<file path="src/hw/rtl/sbsh_pkg.sv">
`timescale 1ns / 1ps
`default_nettype none
// ----------------------------------------------------------------------------
// SHA-256 byte stream hasher package
// Shared types, constants and the SHA-256 round functions and tables.
// ----------------------------------------------------------------------------
package sbsh_pkg;

    // Block geometry.
    localparam int BLOCK_BYTES  = 64;
    localparam int FILL_W       = $clog2(BLOCK_BYTES);
    localparam int MSG_W        = BLOCK_BYTES * 8;
    localparam int BLOCK_BITS   = 512;
    localparam int BLKCNT_W     = 64 - $clog2(BLOCK_BITS);
    localparam int LEN_OFFSET   = 56;
    localparam int ROUNDS       = 64;
    localparam int ROUND_W      = $clog2(ROUNDS);
    localparam int DIGEST_WORDS = 8;
    localparam int IDX_W        = $clog2(DIGEST_WORDS);
    localparam logic [7:0] PAD_BYTE = 8'h80;

    typedef logic [31:0] word_t;

    // Eight words: working variables a..h or the chaining value, index 0 first.
    typedef logic [DIGEST_WORDS-1:0][31:0] hash_words_t;

    typedef enum logic [2:0] {
        ST_IDLE,
        ST_ROUND,
        ST_ADD,
        ST_PAD,
        ST_LEN,
        ST_OUT
    } sbsh_state_t;

    function automatic word_t rotr(input word_t x, input int n);
        rotr = (x >> n) | (x << (32 - n));
    endfunction

    function automatic word_t big_sigma0(input word_t x);
        big_sigma0 = rotr(x, 2) ^ rotr(x, 13) ^ rotr(x, 22);
    endfunction

    function automatic word_t big_sigma1(input word_t x);
        big_sigma1 = rotr(x, 6) ^ rotr(x, 11) ^ rotr(x, 25);
    endfunction

    function automatic word_t small_sigma0(input word_t x);
        small_sigma0 = rotr(x, 7) ^ rotr(x, 18) ^ (x >> 3);
    endfunction

    function automatic word_t small_sigma1(input word_t x);
        small_sigma1 = rotr(x, 17) ^ rotr(x, 19) ^ (x >> 10);
    endfunction

    // Initial chaining value.
    function automatic hash_words_t init_hash();
        hash_words_t h;
        h[0] = 32'h6a09e667;
        h[1] = 32'hbb67ae85;
        h[2] = 32'h3c6ef372;
        h[3] = 32'ha54ff53a;
        h[4] = 32'h510e527f;
        h[5] = 32'h9b05688c;
        h[6] = 32'h1f83d9ab;
        h[7] = 32'h5be0cd19;
        init_hash = h;
    endfunction

    // Round constants.
    function automatic word_t round_k(input logic [ROUND_W-1:0] idx);
        case (idx)
            6'd0:  round_k = 32'h428a2f98;
            6'd1:  round_k = 32'h71374491;
            6'd2:  round_k = 32'hb5c0fbcf;
            6'd3:  round_k = 32'he9b5dba5;
            6'd4:  round_k = 32'h3956c25b;
            6'd5:  round_k = 32'h59f111f1;
            6'd6:  round_k = 32'h923f82a4;
            6'd7:  round_k = 32'hab1c5ed5;
            6'd8:  round_k = 32'hd807aa98;
            6'd9:  round_k = 32'h12835b01;
            6'd10: round_k = 32'h243185be;
            6'd11: round_k = 32'h550c7dc3;
            6'd12: round_k = 32'h72be5d74;
            6'd13: round_k = 32'h80deb1fe;
            6'd14: round_k = 32'h9bdc06a7;
            6'd15: round_k = 32'hc19bf174;
            6'd16: round_k = 32'he49b69c1;
            6'd17: round_k = 32'hefbe4786;
            6'd18: round_k = 32'h0fc19dc6;
            6'd19: round_k = 32'h240ca1cc;
            6'd20: round_k = 32'h2de92c6f;
            6'd21: round_k = 32'h4a7484aa;
            6'd22: round_k = 32'h5cb0a9dc;
            6'd23: round_k = 32'h76f988da;
            6'd24: round_k = 32'h983e5152;
            6'd25: round_k = 32'ha831c66d;
            6'd26: round_k = 32'hb00327c8;
            6'd27: round_k = 32'hbf597fc7;
            6'd28: round_k = 32'hc6e00bf3;
            6'd29: round_k = 32'hd5a79147;
            6'd30: round_k = 32'h06ca6351;
            6'd31: round_k = 32'h14292967;
            6'd32: round_k = 32'h27b70a85;
            6'd33: round_k = 32'h2e1b2138;
            6'd34: round_k = 32'h4d2c6dfc;
            6'd35: round_k = 32'h53380d13;
            6'd36: round_k = 32'h650a7354;
            6'd37: round_k = 32'h766a0abb;
            6'd38: round_k = 32'h81c2c92e;
            6'd39: round_k = 32'h92722c85;
            6'd40: round_k = 32'ha2bfe8a1;
            6'd41: round_k = 32'ha81a664b;
            6'd42: round_k = 32'hc24b8b70;
            6'd43: round_k = 32'hc76c51a3;
            6'd44: round_k = 32'hd192e819;
            6'd45: round_k = 32'hd6990624;
            6'd46: round_k = 32'hf40e3585;
            6'd47: round_k = 32'h106aa070;
            6'd48: round_k = 32'h19a4c116;
            6'd49: round_k = 32'h1e376c08;
            6'd50: round_k = 32'h2748774c;
            6'd51: round_k = 32'h34b0bcb5;
            6'd52: round_k = 32'h391c0cb3;
            6'd53: round_k = 32'h4ed8aa4a;
            6'd54: round_k = 32'h5b9cca4f;
            6'd55: round_k = 32'h682e6ff3;
            6'd56: round_k = 32'h748f82ee;
            6'd57: round_k = 32'h78a5636f;
            6'd58: round_k = 32'h84c87814;
            6'd59: round_k = 32'h8cc70208;
            6'd60: round_k = 32'h90befffa;
            6'd61: round_k = 32'ha4506ceb;
            6'd62: round_k = 32'hbef9a3f7;
            6'd63: round_k = 32'hc67178f2;
            default: round_k = 32'h0;
        endcase
    endfunction

endpackage : sbsh_pkg
`default_nettype wire

</file>
<file path="src/hw/rtl/sbsh_round.sv">
`timescale 1ns / 1ps
`default_nettype none
// ----------------------------------------------------------------------------
// SHA-256 round unit
// One compression round and one message schedule step, reused for every
// round of every block.
// ----------------------------------------------------------------------------
module sbsh_round
    import sbsh_pkg::*;
(
    input  wire hash_words_t vars_in,   // working variables a..h, a at index 0
    input  wire word_t       k_word,
    input  wire word_t       w_0,       // schedule word used in this round
    input  wire word_t       w_1,
    input  wire word_t       w_9,
    input  wire word_t       w_14,
    output hash_words_t      vars_out,
    output word_t            w_new      // schedule word sixteen rounds ahead
);

    word_t t1;
    word_t t2;
    word_t ch;
    word_t maj;

    // Round function.
    always_comb
    begin
        ch  = (vars_in[4] & vars_in[5]) ^ (~vars_in[4] & vars_in[6]);
        maj = (vars_in[0] & vars_in[1]) ^ (vars_in[0] & vars_in[2]) ^
              (vars_in[1] & vars_in[2]);
        t1  = vars_in[7] + big_sigma1(vars_in[4]) + ch + k_word + w_0;
        t2  = big_sigma0(vars_in[0]) + maj;

        vars_out[7] = vars_in[6];
        vars_out[6] = vars_in[5];
        vars_out[5] = vars_in[4];
        vars_out[4] = vars_in[3] + t1;
        vars_out[3] = vars_in[2];
        vars_out[2] = vars_in[1];
        vars_out[1] = vars_in[0];
        vars_out[0] = t1 + t2;
    end

    // Message schedule expansion.
    assign w_new = small_sigma1(w_14) + w_9 + small_sigma0(w_1) + w_0;

endmodule : sbsh_round
`default_nettype wire

</file>
<file path="src/hw/rtl/sha256_byte_stream_hasher.sv">
`timescale 1ns / 1ps
`default_nettype none
// Flow: a byte that does not close a block is simply stored; a byte that fills a
// block starts a compression (64 rounds of the one round unit, one chaining add).
// End of message: padding and length go in one byte per cycle, then the final
// compressions (one or two), then the eight digest words, one per cycle while
// m_axis_tready is high. No byte is taken during a compression or the digest.
// Reset: asynchronous, active low; clears control state and loads the initial hash.
// ----------------------------------------------------------------------------
// SHA-256 byte stream hasher
// Takes a message one byte per request, compresses each 64-byte block with a
// single shared round unit, pads the final block and returns the digest.
// ----------------------------------------------------------------------------
module sha256_byte_stream_hasher
    import sbsh_pkg::*;
(
    input  wire         clk,
    input  wire         rst_n,

    input  wire         s_axis_tvalid,
    output logic        s_axis_tready,
    input  wire  [7:0]  s_axis_tdata,   // [7:0] data_byte
    input  wire         s_axis_tuser,   // [0] has_byte
    input  wire         s_axis_tlast,   // end_of_message

    output logic        m_axis_tvalid,
    input  wire         m_axis_tready,
    output logic [31:0] m_axis_tdata,   // [31:0] digest_word
    output logic [2:0]  m_axis_tuser,   // [2:0] word_index
    output logic        m_axis_tlast    // last_word
);

    sbsh_state_t            state_reg, state_next;
    logic [FILL_W-1:0]      fill_reg, fill_next;
    logic [BLKCNT_W-1:0]    blocks_reg, blocks_next;
    logic [63:0]            total_reg, total_next;
    logic                   fin_reg, fin_next;
    logic                   len_done_reg, len_done_next;
    logic                   pad_first_reg, pad_first_next;
    logic [ROUND_W-1:0]     round_reg, round_next;
    logic [IDX_W-1:0]       out_idx_reg, out_idx_next;
    hash_words_t            hash_reg;
    hash_words_t            vars_reg;
    logic [MSG_W-1:0]       msg_reg;

    logic                   push_en;
    logic [7:0]             push_byte;
    logic                   start_compress;
    logic                   reinit;
    logic                   fill_full;
    hash_words_t            vars_round;
    word_t                  w_new;

    assign fill_full = (fill_reg == FILL_W'(BLOCK_BYTES - 1));

    // Shared round unit.
    sbsh_round u_round (
        .vars_in  (vars_reg),
        .k_word   (round_k(round_reg)),
        .w_0      (msg_reg[MSG_W-1 -: 32]),
        .w_1      (msg_reg[MSG_W-1-32 -: 32]),
        .w_9      (msg_reg[MSG_W-1-32*9 -: 32]),
        .w_14     (msg_reg[MSG_W-1-32*14 -: 32]),
        .vars_out (vars_round),
        .w_new    (w_new)
    );

    // Sequencer: next state and handshake outputs.
    always_comb
    begin
        state_next     = state_reg;
        fill_next      = fill_reg;
        blocks_next    = blocks_reg;
        total_next     = total_reg;
        fin_next       = fin_reg;
        len_done_next  = len_done_reg;
        pad_first_next = pad_first_reg;
        round_next     = round_reg;
        out_idx_next   = out_idx_reg;
        push_en        = 1'b0;
        push_byte      = '0;
        start_compress = 1'b0;
        reinit         = 1'b0;
        s_axis_tready  = 1'b0;
        m_axis_tvalid  = 1'b0;

        case (state_reg)
            ST_IDLE:
            begin
                s_axis_tready = 1'b1;
                if (s_axis_tvalid)
                begin
                    fin_next = s_axis_tlast;
                    if (s_axis_tuser)
                    begin
                        push_en   = 1'b1;
                        push_byte = s_axis_tdata;
                    end
                    if (s_axis_tuser && fill_full)
                    begin
                        blocks_next    = blocks_reg + 1'b1;
                        start_compress = 1'b1;
                        state_next     = ST_ROUND;
                    end
                    else if (s_axis_tlast)
                    begin
                        state_next = ST_PAD;
                    end
                end
            end

            ST_ROUND:
            begin
                round_next = round_reg + 1'b1;
                if (round_reg == ROUND_W'(ROUNDS - 1))
                begin
                    state_next = ST_ADD;
                end
            end

            ST_ADD:
            begin
                if (!fin_reg)
                begin
                    state_next = ST_IDLE;
                end
                else if (len_done_reg)
                begin
                    state_next = ST_OUT;
                end
                else
                begin
                    state_next = ST_PAD;
                end
            end

            // The marker byte once per message, then zeros up to the length field or block end.
            ST_PAD:
            begin
                push_en        = 1'b1;
                push_byte      = pad_first_reg ? PAD_BYTE : 8'h00;
                pad_first_next = 1'b0;
                if (pad_first_reg)
                begin
                    total_next = {blocks_reg, fill_reg, 3'b000};
                end
                if (fill_full)
                begin
                    start_compress = 1'b1;
                    state_next     = ST_ROUND;
                end
                else if (fill_reg == FILL_W'(LEN_OFFSET - 1))
                begin
                    state_next = ST_LEN;
                end
            end

            // Bit length, most significant byte first.
            ST_LEN:
            begin
                push_en    = 1'b1;
                push_byte  = total_reg[63:56];
                total_next = {total_reg[55:0], 8'h00};
                if (fill_full)
                begin
                    len_done_next  = 1'b1;
                    start_compress = 1'b1;
                    state_next     = ST_ROUND;
                end
            end

            ST_OUT:
            begin
                m_axis_tvalid = 1'b1;
                if (m_axis_tready)
                begin
                    out_idx_next = out_idx_reg + 1'b1;
                    if (out_idx_reg == IDX_W'(DIGEST_WORDS - 1))
                    begin
                        reinit         = 1'b1;
                        blocks_next    = '0;
                        fin_next       = 1'b0;
                        len_done_next  = 1'b0;
                        pad_first_next = 1'b1;
                        state_next     = ST_IDLE;
                    end
                end
            end

            default:
            begin
                state_next = ST_IDLE;
            end
        endcase

        if (push_en)
        begin
            fill_next = fill_reg + 1'b1;
        end
    end

    // Control registers.
    always_ff @(posedge clk or negedge rst_n)
    begin
        if (!rst_n)
        begin
            state_reg     <= ST_IDLE;
            fill_reg      <= '0;
            blocks_reg    <= '0;
            total_reg     <= '0;
            fin_reg       <= 1'b0;
            len_done_reg  <= 1'b0;
            pad_first_reg <= 1'b1;
            round_reg     <= '0;
            out_idx_reg   <= '0;
        end
        else
        begin
            state_reg     <= state_next;
            fill_reg      <= fill_next;
            blocks_reg    <= blocks_next;
            total_reg     <= total_next;
            fin_reg       <= fin_next;
            len_done_reg  <= len_done_next;
            pad_first_reg <= pad_first_next;
            round_reg     <= round_next;
            out_idx_reg   <= out_idx_next;
        end
    end

    // Chaining value: loaded at reset and after each digest, summed after each block.
    always_ff @(posedge clk or negedge rst_n)
    begin
        if (!rst_n)
        begin
            hash_reg <= init_hash();
        end
        else if (reinit)
        begin
            hash_reg <= init_hash();
        end
        else if (state_reg == ST_ADD)
        begin
            for (int i = 0; i < DIGEST_WORDS; i++)
            begin
                hash_reg[i] <= hash_reg[i] + vars_reg[i];
            end
        end
    end

    // Working variables.
    always_ff @(posedge clk)
    begin
        if (start_compress)
        begin
            vars_reg <= hash_reg;
        end
        else if (state_reg == ST_ROUND)
        begin
            vars_reg <= vars_round;
        end
    end

    // Block buffer, which doubles as the sixteen-word schedule window.
    always_ff @(posedge clk)
    begin
        if (push_en)
        begin
            msg_reg <= {msg_reg[MSG_W-9:0], push_byte};
        end
        else if (state_reg == ST_ROUND)
        begin
            msg_reg <= {msg_reg[MSG_W-33:0], w_new};
        end
    end

    // Digest output.
    assign m_axis_tdata = hash_reg[out_idx_reg];
    assign m_axis_tuser = out_idx_reg;
    assign m_axis_tlast = (out_idx_reg == IDX_W'(DIGEST_WORDS - 1));

endmodule : sha256_byte_stream_hasher
`default_nettype wire

</file>
<file path="config.mk">
export PLATFORM = sky130hd
export DESIGN_NAME = sha256_byte_stream_hasher
export DESIGN_NICKNAME = d
export VERILOG_FILES = /design/src/hw/rtl/sbsh_pkg.sv /design/src/hw/rtl/sbsh_round.sv /design/src/hw/rtl/sha256_byte_stream_hasher.sv
export SDC_FILE = /design/constraint.sdc
export NUM_CORES = 2
export LEC_CHECK = 0
export BUFFER_PORTS_ARGS = -buffer_cell sky130_fd_sc_hd__buf_2
export CORE_MARGIN = 4
export CORE_UTILIZATION = 55
export DETAILED_ROUTE_END_ITERATION = 12
export HOLD_SLACK_MARGIN = 0.05
export PLACE_DENSITY = 0.71
export SLEW_MARGIN = 0
export SYNTH_ARGS = -nofsm -noshare
export SYNTH_HDL_FRONTEND = slang
export SYNTH_HIERARCHICAL = 1
export SYNTH_SLANG_ARGS = --single-unit
</file>
<file path="constraint.sdc">
create_clock -name clk -period 17 [get_ports clk]
set_clock_uncertainty 0.1 [all_clocks]
set_input_delay 1.7 -clock clk [delete_from_list [all_inputs] [get_ports clk]]
set_output_delay 1.7 -clock clk [all_outputs]
set_load 0.03 [all_outputs]
</file>
; Yosys cells after proc, flatten, opt, wreduce, memory -nomap -nowiden
; Memory sizes are Yosys's and may differ from the RTL's.
; Cells that the tools add are included.
[word_totals]
reg_bits = 1164
latchBits = 0
mem_bits_rw = 0
mem_bits_ro = 2048
out_inout_bits = 38
mem_count = 1
[mem_list]
columns = memory, depth, width, rd, rd_clocked_by_memory_dff, wr, line
row1 = (name not given), 64, 32, 1, 0, 0, sbsh_pkg.sv:72  ; case (idx)
[op_classes]
add_sub_neg = 22
n_mul = 0
div_mod_pow = 0
order_cmp = 1
n_eq_ne = 18
shifts = 0
muxes = 52
bitwise_logic = 27
reduce_logical = 17
[ops]
columns = op, count
row1 = $mux W256, 4
row2 = $mux W512, 2
row3 = $add A32 B32 Y32, 18
row4 = $xor A32 B32 Y32, 9
row5 = $mux W55, 4
row6 = $and A32 B32 Y32, 5
row7 = $pmux W64 S2, 1
row8 = $pmux W55 S2, 1
row9 = $bmux W32 S3, 1
row10 = $mux W64, 1
row11 = $add A55 B1 Y55 const B, 1
row12 = $mux W3, 11
row13 = $mux W32, 1
row14 = $not A32 Y32, 1
row15 = $or A10 B32 Y32, 1
row16 = $or A13 B32 Y32, 1
row17 = $or A14 B32 Y32, 1
row18 = $or A15 B32 Y32, 1
row19 = $or A19 B32 Y32, 1
row20 = $or A21 B32 Y32, 1
row21 = $or A25 B32 Y32, 1
row22 = $or A26 B32 Y32, 1
row23 = $or A30 B32 Y32, 1
row24 = $or A7 B32 Y32, 1
row25 = other kinds (25), 67

; Logic depth before layout (Yosys ltp)
[depth]
depth_word = 10
depth_mapped = 39

; Modules after synthesis
; Netlist, hierarchy kept.
[modules_own_cells]
columns = mod, instances, cells_each, area_each_um2, seq_area_each_um2
row1 = sha256_byte_stream_hasher, 1, 6498, 64550.7, 33068.0
row2 = sbsh_round, 1, 1761, 14730.4, 0.0

; Least setup slack after synthesis
; OpenSTA, ideal clock, no wires.
[synth_path]
path_kind = input-to-reg
start = in s_axis_tvalid
end = reg msg_reg[0], enable pin
setup_ns = 3.639
arrival_ns = 10.896
setup_slack_ns = 2.366
path_stages = 5
cell_sequence = a21oi_1 o31a_1 clkbuf_1 clkbuf_1 nand2_1
[synth_between]
elab_chain_cells = 3
[synth_rtl]
columns = element, line
row1 = "start, declared", sha256_byte_stream_hasher.sv:20  ; input wire s_axis_tvalid,
row2 = $mux W1, sha256_byte_stream_hasher.sv:91  ; if (s_axis_tvalid)
row3 = $pmux W1 S2, sha256_byte_stream_hasher.sv:87  ; case (state_reg)
row4 = $reduce_bool A2 Y1 (no source line), --
row5 = "end signal, assigned", sha256_byte_stream_hasher.sv:269  ; msg_reg <= {msg_reg[MSG_W-9:0], push_byte};
row6 = "end signal, assigned", sha256_byte_stream_hasher.sv:273  ; msg_reg <= {msg_reg[MSG_W-33:0], w_new};
row7 = "end, declared", sha256_byte_stream_hasher.sv:44  ; logic [MSG_W-1:0] msg_reg;
; No other way between the ends.
; A chain may end at the register's enable or synchronous reset.

==> impl_metrics.ini <==
[status]
status = complete, no violations

[logic_synthesis]
synth_area_per_cell_sq_um = 9.60
synth_top_area_share = 0.291
synth_area_leaders = edfxtp_1 29%, nand2_1 8.9%, dfrtp_1 8.1%, ha_1 6.2%, fa_1 4.9%
yosys.area.top_type = edfxtp_1
ys_seq_area_frac = 0.417
synth.most_common_cell = nand2_1
synth_cell_type_count = 104
synth_common_cells = 1888 x nand2_1, 768 x edfxtp_1, 486 x a21oi_1
synth_flop_cell = edfxtp_1
synth_edf_count = 768
netlist_instances = 8259
syn_area_sq_mm = 0.0793
ys_ff_latch = 1161
yosys_warnings = 6
async_flop_share = 0.339
synth_nets = 8861

[detailed_routing]
vias = 61200
ant_nets = 0
drc = 0
wl_per_cell_um = 24.2
drtPass1Iterations = 8
wl_um = 242000
drt-initial-drc-count = 6169
avgViaCountPerCell = 6.12

[global_routing]
grt.total_usage = 0.316
grt-ovfl-total = 0
grt_first_pass_wirelength_um = 367000
grt_pass1_vias = 60100
grt_start_max_net_pins = 239
antenna_found_initial = 6

[die]
num_io_pins = 52
core.rowCount = 139
die_area_sq_mm = 0.150
initial_core_util = 0.553
core-area_sq_mm = 0.143
die_w_um = 388
die_h_um = 388

[worst_setup_path]
crit_buf_inv = 6
end_kind = register
critPathSlowestCell = ha_1
crit_top_cell = fa_1
cp_max_fo = 23
crit_path_start_kind = register
crit_type = reg2reg
max_stage_delay_ps = 800
cp.required_ps = 17450
arrival_ps = 10890
crit_family = adder cells

[cells_and_area]
multi_input_area_sq_mm = 0.0420
num-nets-final = 8583
layout-drive-gt1-share = 0.111
area_growth_pct = 6.41
largest_reg_flops = 512
register_area_sq_mm = 0.0331
layoutNonFillerInstCount = 9999
n_fill_cell = 12200

[clock_network]
path_clk_slew_ps = 60
cts-hold-fix-buffers = 0
htree_levels = 4
clock_path_buffers = 3
postCtsSetupBuffers = 0
tritoncts = yes
root_buffer = clkbuf_16
cts.sinks = 1161
cts_inserted_buffers = 137
clock_latency_ps = 800
cts_resized = 0

[placement]
buffer_ports.inserted = 51
dpl.cell_count = 9745
place_congestion = 0.976
hpwl_um = 176000

[sta]
hold_ws_ps = 360
max_freq_ghz = 0.0958
worstMarginPinSlew_ps = 1240
finalSetupViolations = 0
slew_headroom = 0.162
fin_crit_ps = 10440
timing.setup.tns_ps = 0
finalHoldViolations = 0
rsz0062_at_grt = no
slew_viol_final = 0
fin_crit_sh = 0.614

[min_path]
hold_path_class = reg2reg

[job]
maxCapViolCount = 0
[path summary, 6_finish.rpt]
path	start	to	slack [ps]	cells after the start
setup / recovery	round_reg[1]$_DFFE_PN0P_	vars_reg[30]$_DFFE_PP_	6560	35
hold / removal	pad_first_reg$_DFFE_PN1P_	pad_first_reg$_DFFE_PN1P_	360	2
setup reg to reg	round_reg[1]$_DFFE_PN0P_	vars_reg[30]$_DFFE_PP_	6560	35
hold reg to reg	pad_first_reg$_DFFE_PN1P_	pad_first_reg$_DFFE_PN1P_	360	2
max in group asynchronous	rst_n	blocks_reg[19]$_DFFE_PN0P_	13030	4
min in group asynchronous	rst_n	hash_reg[36]$_DFFE_PN0P_	720	1
[cells by family (layout without fill, tap and decap cells)]
kind of cell,Yosys count,in the layout,share of synthesized area
fa+ha+maj,618,618,0.115
mux,400,400,0.0660
xor+xnor,630,630,0.0700
flops,1161,1161,0.417
simple gates,2911,2911,0.153
buf+inv,956,790,0.0546
compound gates,1583,1583,0.124
other cells,0,3,0
[through the flow]
step | instance area [sq um] | setup WS, ps | utilization
2_1_floorplan | 79300 | 2370 | -
6_report | 84400 | 6560 | 0.588
5_1_grt | 84400 | 6020 | 0.588
3_3_place_gp | 79800 | 6850 | 0.556
3_5_place_dp | 79800 | 6740 | 0.556
4_1_cts | 84400 | 6710 | 0.588
[per-layer routing]
metal	routed length, um	vias up	global-route usage
met2	116000	2461	0.519
li1	-	28000	-
met5	13	-	0
met4	13600	2	0.157
met3	16500	560	0.0462
met1	96400	30100	0.411
[final cells by class]
class                           instances  share of cell area
Sequential cell                      1161               0.392
Antenna cell                            3           0.0000890
Timing Repair Buffer                  122             0.00991
Clock inverter                         68             0.00955
Tap cell                             1903              0.0282
Inverter                              417              0.0186
Multi-Input combinational cell       6142               0.497
Clock buffer                          183              0.0442
[placed cells by master (no fill, tap or decap), drive strengths merged, types with 13 or more instances in the layout]
cell type / count
edfxtp: 768
a221oi: 13
and2: 16
and3: 49
o21bai: 55
xnor2: 396
inv: 420
o31ai: 29
o211ai: 27
nand4: 32
mux2: 319
a21o: 169
nor3: 113
fa: 195
clkinv: 54
clkbuf: 183
ha: 393
o22ai: 64
or3: 33
nand2b: 46
a31oi: 55
nor2: 458
nor2b: 37
a21oi: 487
a211o: 13
dfrtp: 256
buf: 122
a311oi: 16
mux2i: 15
nor4: 17
maj3: 30
mux4: 66
nand3: 167
dfstp: 137
nand2: 1890
o21a: 39
xor2: 232
a211oi: 79
o21ai: 397
[worst min-delay path: stages, from the launching register on]
cell and delay (ps):
dfstp_2 360, nand2_1 50, nand2_1 50
Power is left out: the tool's default activity adds up to more than one toggle a clock period on the data nets, which glitch-free logic cannot reach.
